$ cat config.mk
export PLATFORM = sky130hd
export DESIGN_NAME = ordered_list_deque_flat
export DESIGN_NICKNAME = d
export VERILOG_FILES = /design/src/hw/rtl/oldq_pkg.sv /design/src/hw/rtl/oldq_if.sv /design/src/hw/rtl/oldq_cell.sv /design/src/hw/rtl/oldq_ctrl.sv /design/src/hw/rtl/ordered_list_deque.sv /design/src/flat_wrapper.sv
export SDC_FILE = /design/constraint.sdc
export NUM_CORES = 1
export LEC_CHECK = 0
export ABC_AREA = 0
export BUFFER_PORTS_ARGS = -buffer_cell sky130_fd_sc_hd__buf_2
export CORE_MARGIN = 8
export CORE_UTILIZATION = 40
export CTS_CLUSTER_DIAMETER = 30
export CTS_CLUSTER_SIZE = 25
export DETAILED_ROUTE_END_ITERATION = 12
export PLACE_DENSITY_LB_ADDON = 0.25
export RECOVER_POWER = 25
export SYNTH_ARGS = -nofsm -noshare
export SYNTH_HDL_FRONTEND = slang
export SYNTH_SLANG_ARGS = --single-unit
export TNS_END_PERCENT = 30
$ cat constraint.sdc
create_clock -name clk_i -period 5.7 [get_ports clk_i]
set_input_delay 0.855 -clock clk_i [delete_from_list [all_inputs] [get_ports clk_i]]
set_output_delay 0.855 -clock clk_i [all_outputs]
set_load 0.03 [all_outputs]
$ cat src/hw/rtl/oldq_pkg.sv
// oldq_pkg: shared constants, codes and payload types of the ordered list deque
// no dependencies; compiled first

package oldq_pkg;

  // default sizing of the list
  localparam int DepthDef     = 16;
  localparam int ElemWidthDef = 32;

  // fixed widths of the request and response fields
  localparam int OpW      = 3;
  localparam int PosW     = 5;
  localparam int ValW     = 32;
  localparam int StatusW  = 2;
  localparam int CountW   = 5;

  typedef enum logic [OpW-1:0] {
    OP_PUSH_FRONT = 3'd0,
    OP_PUSH_BACK  = 3'd1,
    OP_POP_FRONT  = 3'd2,
    OP_POP_BACK   = 3'd3,
    OP_INSERT_AT  = 3'd4,
    OP_REMOVE_AT  = 3'd5
  } op_e;

  typedef enum logic [StatusW-1:0] {
    ST_OK        = 2'd0,
    ST_EMPTY     = 2'd1,
    ST_BAD_INDEX = 2'd2,
    ST_FULL      = 2'd3
  } status_e;

  // what every slot does at a clock edge
  typedef enum logic [1:0] {
    SHIFT_HOLD,
    SHIFT_INS,
    SHIFT_DEL
  } shift_mode_e;

  typedef struct packed {
    logic [OpW-1:0]  operation;
    logic [PosW-1:0] position;
    logic [ValW-1:0] element_value;
  } req_t;

  typedef struct packed {
    logic [StatusW-1:0] status;
    logic [ValW-1:0]    removed_value;
    logic [CountW-1:0]  entry_count;
    logic               is_empty;
  } rsp_t;

endpackage

$ cat src/hw/rtl/oldq_if.sv
// oldq_req_if, oldq_rsp_if: valid/ready channels for requests and responses
// depends on oldq_pkg for the payload types

interface oldq_req_if import oldq_pkg::*; ();
  logic valid;
  logic ready;
  req_t payload;

  modport source (output valid, output payload, input ready);
  modport sink   (input valid, input payload, output ready);
endinterface

interface oldq_rsp_if import oldq_pkg::*; ();
  logic valid;
  logic ready;
  rsp_t payload;

  modport source (output valid, output payload, input ready);
  modport sink   (input valid, input payload, output ready);
endinterface

$ cat src/hw/rtl/oldq_cell.sv
// oldq_cell: one slot of the list, shifts toward either neighbor or loads new data
// depends on oldq_pkg for the shift mode

module oldq_cell import oldq_pkg::*; #(
  parameter int ElemWidth = ElemWidthDef,
  parameter int IdxW      = 4,
  parameter int CellIdx   = 0
) (
  input  logic                 clk_i,
  input  shift_mode_e          mode_i,
  input  logic [IdxW-1:0]      idx_i,
  input  logic [ElemWidth-1:0] left_i,
  input  logic [ElemWidth-1:0] right_i,
  input  logic [ElemWidth-1:0] new_i,
  output logic [ElemWidth-1:0] slot_o,
  output logic [ElemWidth-1:0] pick_o
);

  localparam logic [IdxW-1:0] MyIdx = IdxW'(CellIdx);

  logic [ElemWidth-1:0] slot_d, slot_q;

  always_comb begin
    slot_d = slot_q;
    case (mode_i)
      SHIFT_INS: begin
        if (MyIdx > idx_i) begin
          slot_d = left_i;
        end else if (MyIdx == idx_i) begin
          slot_d = new_i;
        end
      end
      SHIFT_DEL: begin
        if (MyIdx >= idx_i) begin
          slot_d = right_i;
        end
      end
      default: slot_d = slot_q;
    endcase
  end

  always_ff @(posedge clk_i) begin
    slot_q <= slot_d;
  end

  assign slot_o = slot_q;
  // only the addressed slot drives the removal bus
  assign pick_o = (MyIdx == idx_i) ? slot_q : '0;

endmodule

$ cat src/hw/rtl/oldq_ctrl.sv
// oldq_ctrl: request decode, element count, status and the response register
// depends on oldq_pkg and the channel interfaces in oldq_if

module oldq_ctrl import oldq_pkg::*; #(
  parameter int Depth     = DepthDef,
  parameter int ElemWidth = ElemWidthDef,
  parameter int IdxW      = $clog2(Depth)
) (
  input  logic                 clk_i,
  input  logic                 rst_ni,
  oldq_req_if.sink             req_i,
  oldq_rsp_if.source           rsp_o,
  output shift_mode_e          mode_o,
  output logic [IdxW-1:0]      idx_o,
  output logic [ElemWidth-1:0] new_value_o,
  input  logic [ElemWidth-1:0] removed_i
);

  localparam int CntW = $clog2(Depth + 1);
  localparam int CmpW = (CntW > PosW) ? CntW : PosW;
  localparam logic [CntW-1:0] CntFull = CntW'(Depth);

  logic [CntW-1:0] count_d, count_q;
  logic            rsp_valid_q;
  rsp_t            rsp_d, rsp_q;

  logic            fire;
  logic            full, empty;
  logic [CmpW-1:0] pos_ext, cnt_ext;
  status_e         status;
  shift_mode_e     op_mode;
  logic [IdxW-1:0] op_idx;

  assign full    = (count_q == CntFull);
  assign empty   = (count_q == '0);
  assign pos_ext = CmpW'(req_i.payload.position);
  assign cnt_ext = CmpW'(count_q);

  // response register frees up whenever its content is taken
  assign req_i.ready = !rsp_valid_q || rsp_o.ready;
  assign fire        = req_i.valid && req_i.ready;

  always_comb begin
    status  = ST_OK;
    op_mode = SHIFT_HOLD;
    op_idx  = '0;
    case (req_i.payload.operation)
      OP_PUSH_FRONT: begin
        if (full) begin
          status = ST_FULL;
        end else begin
          op_mode = SHIFT_INS;
        end
      end
      OP_PUSH_BACK: begin
        if (full) begin
          status = ST_FULL;
        end else begin
          op_mode = SHIFT_INS;
          op_idx  = IdxW'(count_q);
        end
      end
      OP_POP_FRONT: begin
        if (empty) begin
          status = ST_EMPTY;
        end else begin
          op_mode = SHIFT_DEL;
        end
      end
      OP_POP_BACK: begin
        if (empty) begin
          status = ST_EMPTY;
        end else begin
          op_mode = SHIFT_DEL;
          op_idx  = IdxW'(count_q - 1'b1);
        end
      end
      OP_INSERT_AT: begin
        if (full) begin
          status = ST_FULL;
        end else if (pos_ext > cnt_ext) begin
          status = ST_BAD_INDEX;
        end else begin
          op_mode = SHIFT_INS;
          op_idx  = IdxW'(req_i.payload.position);
        end
      end
      OP_REMOVE_AT: begin
        if (pos_ext >= cnt_ext) begin
          status = ST_BAD_INDEX;
        end else begin
          op_mode = SHIFT_DEL;
          op_idx  = IdxW'(req_i.payload.position);
        end
      end
      default: status = ST_BAD_INDEX;
    endcase
  end

  assign mode_o      = fire ? op_mode : SHIFT_HOLD;
  assign idx_o       = op_idx;
  assign new_value_o = ElemWidth'(req_i.payload.element_value);

  always_comb begin
    count_d = count_q;
    case (op_mode)
      SHIFT_INS: count_d = count_q + 1'b1;
      SHIFT_DEL: count_d = count_q - 1'b1;
      default:   count_d = count_q;
    endcase
  end

  always_comb begin
    rsp_d.status        = status;
    rsp_d.removed_value = (op_mode == SHIFT_DEL) ? ValW'(removed_i) : '0;
    rsp_d.entry_count   = CountW'(count_d);
    rsp_d.is_empty      = (count_d == '0);
  end

  always_ff @(posedge clk_i or negedge rst_ni) begin
    if (!rst_ni) begin
      count_q     <= '0;
      rsp_valid_q <= 1'b0;
    end else begin
      if (fire) begin
        count_q <= count_d;
      end
      if (fire) begin
        rsp_valid_q <= 1'b1;
      end else if (rsp_o.ready) begin
        rsp_valid_q <= 1'b0;
      end
    end
  end

  always_ff @(posedge clk_i) begin
    if (fire) begin
      rsp_q <= rsp_d;
    end
  end

  assign rsp_o.valid   = rsp_valid_q;
  assign rsp_o.payload = rsp_q;

`ifndef SYNTHESIS
  a_count_bound: assert property (@(posedge clk_i) disable iff (!rst_ni)
    count_q <= CntFull)
    else $error("element count above depth");

  a_ins_grows: assert property (@(posedge clk_i) disable iff (!rst_ni)
    mode_o == SHIFT_INS |=> count_q == CntW'($past(count_q) + 1'b1))
    else $error("insert did not grow the count");

  a_del_shrinks: assert property (@(posedge clk_i) disable iff (!rst_ni)
    mode_o == SHIFT_DEL |=> count_q == CntW'($past(count_q) - 1'b1))
    else $error("remove did not shrink the count");

  a_fail_no_value: assert property (@(posedge clk_i) disable iff (!rst_ni)
    rsp_valid_q && rsp_q.status != ST_OK |-> rsp_q.removed_value == '0)
    else $error("failed request reports a removed element");

  a_fail_no_change: assert property (@(posedge clk_i) disable iff (!rst_ni)
    fire && status != ST_OK |=> $stable(count_q))
    else $error("failed request changed the count");
`endif

endmodule

$ cat src/hw/rtl/ordered_list_deque.sv
// ordered_list_deque: bounded ordered list with deque and indexed access
// depends on oldq_pkg, oldq_if, oldq_cell and oldq_ctrl
//
// Holds up to Depth elements, front first, in a row of slot cells. Every
// request is one of push front, push back, pop front, pop back, insert at
// an index (0 up to the count) or remove at an index (below the count), and
// gives exactly one response with a status (ok, empty, invalid index, full),
// the removed element (zero unless a pop or remove succeeded), the count
// afterwards and an empty flag. Each request is handled in place:
// every cell compares its own index with the target index and in the same
// clock either holds, takes its left neighbor (insert), takes its right
// neighbor (remove) or loads the new element, so the whole row shifts at
// once. The response sits in an output register, so a request is taken in
// every cycle in which that register is free or being emptied; throughput is
// one request per cycle while responses are taken, and the response to a
// request is presented in the cycle after it is taken. No clearing pass is
// needed after reset: only slots below the count are ever read.

module ordered_list_deque import oldq_pkg::*; #(
  parameter int Depth     = DepthDef,
  parameter int ElemWidth = ElemWidthDef
) (
  input  logic        clk_i,
  input  logic        rst_ni,
  oldq_req_if.sink    req_i,
  oldq_rsp_if.source  rsp_o
);

  localparam int IdxW = $clog2(Depth);

  shift_mode_e          mode;
  logic [IdxW-1:0]      idx;
  logic [ElemWidth-1:0] new_value;
  logic [ElemWidth-1:0] removed;
  logic [ElemWidth-1:0] slot [Depth];
  logic [ElemWidth-1:0] pick [Depth];

  // decode, count and response register
  oldq_ctrl #(
    .Depth     (Depth),
    .ElemWidth (ElemWidth),
    .IdxW      (IdxW)
  ) u_ctrl (
    .clk_i       (clk_i),
    .rst_ni      (rst_ni),
    .req_i       (req_i),
    .rsp_o       (rsp_o),
    .mode_o      (mode),
    .idx_o       (idx),
    .new_value_o (new_value),
    .removed_i   (removed)
  );

  // row of slots, cell 0 is the front of the list
  for (genvar i = 0; i < Depth; i++) begin : g_cell
    logic [ElemWidth-1:0] left_val, right_val;

    if (i == 0) begin : g_front
      assign left_val = '0;
    end else begin : g_inner_l
      assign left_val = slot[i-1];
    end

    // the last cell fills with zero when the row shifts toward the front
    if (i == Depth - 1) begin : g_back
      assign right_val = '0;
    end else begin : g_inner_r
      assign right_val = slot[i+1];
    end

    oldq_cell #(
      .ElemWidth (ElemWidth),
      .IdxW      (IdxW),
      .CellIdx   (i)
    ) u_cell (
      .clk_i   (clk_i),
      .mode_i  (mode),
      .idx_i   (idx),
      .left_i  (left_val),
      .right_i (right_val),
      .new_i   (new_value),
      .slot_o  (slot[i]),
      .pick_o  (pick[i])
    );
  end

  // at most one cell drives its pick output, so an or collects the element
  always_comb begin
    removed = '0;
    for (int i = 0; i < Depth; i++) begin
      removed = removed | pick[i];
    end
  end

endmodule

$ cat src/flat_wrapper.sv
// flat-port wrapper written by rule: the top's interface ports become plain ports
module ordered_list_deque_flat import oldq_pkg::*;
#(
  parameter int Depth     = DepthDef,
  parameter int ElemWidth = ElemWidthDef
)
  (clk_i, rst_ni, req_i_valid, req_i_payload, req_i_ready, rsp_o_valid, rsp_o_payload, rsp_o_ready);
  oldq_req_if req_i_i ();
  oldq_rsp_if rsp_o_i ();
  input  logic clk_i;
  input  logic rst_ni;
  input wire logic [$bits(req_i_i.valid)-1:0] req_i_valid;
  input wire logic [$bits(req_i_i.payload)-1:0] req_i_payload;
  output wire logic [$bits(req_i_i.ready)-1:0] req_i_ready;
  output wire logic [$bits(rsp_o_i.valid)-1:0] rsp_o_valid;
  output wire logic [$bits(rsp_o_i.payload)-1:0] rsp_o_payload;
  input wire logic [$bits(rsp_o_i.ready)-1:0] rsp_o_ready;
  assign req_i_i.valid = req_i_valid;
  assign req_i_i.payload = req_i_payload;
  assign req_i_ready = req_i_i.ready;
  assign rsp_o_valid = rsp_o_i.valid;
  assign rsp_o_payload = rsp_o_i.payload;
  assign rsp_o_i.ready = rsp_o_ready;
  ordered_list_deque #(.Depth(Depth), .ElemWidth(ElemWidth)) u_core (.clk_i(clk_i), .rst_ni(rst_ni), .req_i(req_i_i), .rsp_o(rsp_o_i));
endmodule
==> impl_results.md <==
* Outcome: finished with violations
* Failing checks: capacitance limit, slew limit
* FF-to-FF path depth at 12
* Async set-reset flop share out of synthesis at 0.0108
* Comb power frac at 0.277
* Synth Warn # at 0
* VDD IR-drop max at 0.364 mV
* Root Buffer: clkbuf_16
* Highest metal layer with signal wires: met5
* RSZ-0062 raised after global routing: no
* Pwr/cell area at 516 nW/µm²
* Gr usage total at 0.266
* Final hold vios at 0
* Metal2 WL at 53200 µm
* First DRT Iteration DRCs at 4020
* CP top delay family: compound AO/OA/AOI/OAI gates
* Post-DRT Antenna Nets at 0
* Cell Chain, Critical Path: inv_1, ha_1, and3_1, a31oi_1, o21ai_0, a31oi_2, nor4_1, buf_4, nor2_1, clkbuf_2, mux2i_1, o21ai_0
* Final worst slack at 0.495 ns
* Final period util at 0.913
* Min cycle time layout at 5.20 ns
* Max Clk Rate at 192 MHz
* Placed cell count at 3870
* Clock-pin slew on the worst setup and hold paths at 0.04 ns
* Via count at 26.0k
* Drt first pass iters at 7
* Flop-to-flop setup slack at 0.50 ns
* CP Max Fanout at 18
* Psw at 0.00678 W
* # nets final at 3028
* Post-CTS Setup Bufs at 0
* Worst path slowest cell: a31oi_2
* IO buf count at 85
* Core area at 77600 µm²
* CP startpoint: u_core.u_ctrl.cnt_ext[3]$_DFFE_PN0P_
* WP buf/inv at 3
* Hold WS at 0.359 ns
* Slew Limit Headroom at -1.60
* Worst setup path end: u_core.g_cell[13].u_cell.slot_o[28]$_DFFE_PP_
* Critical Path RT at 6.10 ns
* Max clock buf depth at 3
* Worst-Skew Late Latency at 0.72 ns
* Initial Utilization at 0.405
* CP Launch Type: register
* HPWL Detailed at 71400 µm
* Via count of the first global-routing pass at 25.1k
* # rows at 102
* Critical R2R Capture: u_core.g_cell[13].u_cell.slot_o[28]$_DFFE_PP_
* CTS H-tree depth at 4
* Post-route DRC at 0
* Share of layout cells above drive strength 1 at 0.141
* Die area at 87800 µm²
* Worst Hold Launch: req_i_valid
* Die X at 296 µm
* CTS tree: yes
* DR WL met3 at 12400 µm
* Met1 WL at 47400 µm
* Gr ovfl total at 0
* Worst r2r src: u_core.u_ctrl.cnt_ext[3]$_DFFE_PN0P_
* Die Y at 296 µm
* Mean Syn Cell Area at 10.8 µm²
* CP Data Arrival Time at 5.61 ns
* Top FF cell, synth: edfxtp_1
* WP depth at 12
* Largest stage delay, worst path at 1.13 ns
* Vias per cell at 6.31
* Syn_nets at 2954
* WL final at 120000 µm
* Post-Syn Area at 31400 µm²
* Final setup TNS at 0 ns
* WS Path Type: register to register
* Switching share of power at 0.350
* Initial antenna violation count at 4
* CTS sink cnt at 558
* Sequential Power Share at 0.336
* Synth Register Bits at 558
* Post-synthesis sequential area ratio at 0.532
* Unique masters post-synth at 73
* I/O Pins at 86
* CTS Buf Count at 140
* EDFF count, synth at 552
* Leakage Power at 13.8 nW
* Max cap viols at 8
* CP endpoint kind: register
* Gpl congestion at 0.915
* Worst Skew at 0.0257 ns
* Top cell by count, worst path: o21ai_0
* First-pass GRT wire length at 172000 µm
* Cells after synthesis at 2899
* Worst-Margin Slew at 3.90 ns
* Clk network pwr share at 0.387
* ANT cells at 0
* Largest net degree at the start of global routing at 202
* Pins Over Slew Limit at 157
* P&R area growth vs syn at 19.6%
* Wirelength per Cell at 29.0 µm
* Int Pwr at 0.0126 W
* Final std cells w/o fill at 4126
* Design Power at 0.0194 W
* Pre-CTS WS at 0.596 ns
* Hold Crit Class: input port to register
* Final setup fails at 0
cell usage in the layout, fill, tap and decap left out, types with 17 or more instances in the layout:
| cell type | count |
|---|---|
| a21oi_1 | 93 |
| a221o_1 | 17 |
| a221oi_1 | 20 |
| a222oi_1 | 22 |
| a22oi_1 | 91 |
| and2_1 | 33 |
| buf_12 | 22 |
| buf_2 | 42 |
| buf_4 | 71 |
| clkbuf_1 | 82 |
| clkbuf_16 | 142 |
| clkinv_1 | 33 |
| clkinv_2 | 22 |
| edfxtp_1 | 552 |
| inv_1 | 19 |
| mux2_2 | 38 |
| mux2i_1 | 444 |
| nand2_1 | 564 |
| o211ai_1 | 20 |
| o21ai_0 | 414 |
| o21ai_1 | 53 |
per-stage QoR:
step	utilization	instance area, µm²
final	0.484	37600
after global routing	0.484	37600
after CTS	0.487	37800
after detailed placement	0.430	33400
after global placement	0.430	33400
after floorplan	-	31400
layer usage:
layer,global-route usage,up-vias
met5,0,-
met4,0.143,4
met3,0.0625,410
met2,0.406,1811
met1,0.350,12600
li1,-,11200
cell families (layout without fill, tap and decap cells):
family                     after synthesis  after routing  synth area share
adders and majority gates               11             11           0.00438
DFF                                    558            558             0.532
and+or+nand+nor                        676            676            0.0912
AOI/OAI and AO/OA                      887            887             0.176
buffers and inverters                  285            472            0.0410
muxes                                  482            482             0.155
synth_stat cells (20+ instances only):
library cell	count	area, µm²
and2_1	33	206
a22oi_1	90	676
o21ai_1	55	275
a222oi_1	22	220
buf_4	21	158
nand2_1	564	2120
a221oi_1	20	175
o211ai_1	20	150
mux2_2	38	428
buf_2	58	290
nor2_1	22	82.6
mux2i_1	444	4440
edfxtp_1	552	16600
a21oi_1	101	505
clkbuf_1	175	657
o21ai_0	413	2070
registers in the layout (all words and copies together), names as in the netlist:
name and count:
u_core.u_ctrl.rsp_o.valid 1, u_core.g_cell.u_cell.slot_o 512, u_core.u_ctrl.rsp_o.payload 40, u_core.u_ctrl.cnt_ext 5
layout make-up:
class / count / area (µm²)
fillers: 7001 / 40000
flip-flops and latches: 558 / 16700
multi-input cells: 2056 / 13600
clock buffers: 170 / 3660
repair buffers: 198 / 1440
well taps: 1040 / 1300
clock inverters: 85 / 785
inverters: 19 / 71.3
power groups by stage:
| stage | Sequential, W | Clock (W) | Combinational [W] |
|---|---|---|---|
| 6_report | 0.00652 | 0.00750 | 0.00538 |
| 5_1_grt | 0.00659 | 0.00778 | 0.00562 |
| 4_1_cts | 0.00648 | 0.00757 | 0.00532 |
| 3_5_place_dp | 0.00653 | 0 | 0.00529 |
| 3_3_place_gp | 0.00651 | 0 | 0.00518 |
| 2_1_floorplan | 0.00635 | 0 | 0.00317 |
timing repair:
item | 4_1_cts | 5_1_grt
hold endpoints to repair | 6 | 0
hold buffers | 1 | 0
resized for setup | 0 | 0
how the worst min path moves through the flow:
stage                                                         end  depth (start not counted)  slack (ns)
CTS                         u_core.u_ctrl.rsp_o.valid$_DFFE_PN0P_                          2        0.33
finish                      u_core.u_ctrl.rsp_o.valid$_DFFE_PN0P_                          2        0.36
detailed placement          u_core.u_ctrl.rsp_o.valid$_DFFE_PN0P_                          2        0.54
global route                u_core.u_ctrl.rsp_o.valid$_DFFE_PN0P_                          2        0.37
floorplan           u_core.g_cell[14].u_cell.slot_o[14]$_DFFE_PP_                          2        0.52
global placement            u_core.u_ctrl.rsp_o.valid$_DFFE_PN0P_                          2        0.50
Note: power is estimated with default switching activity, not from simulation.
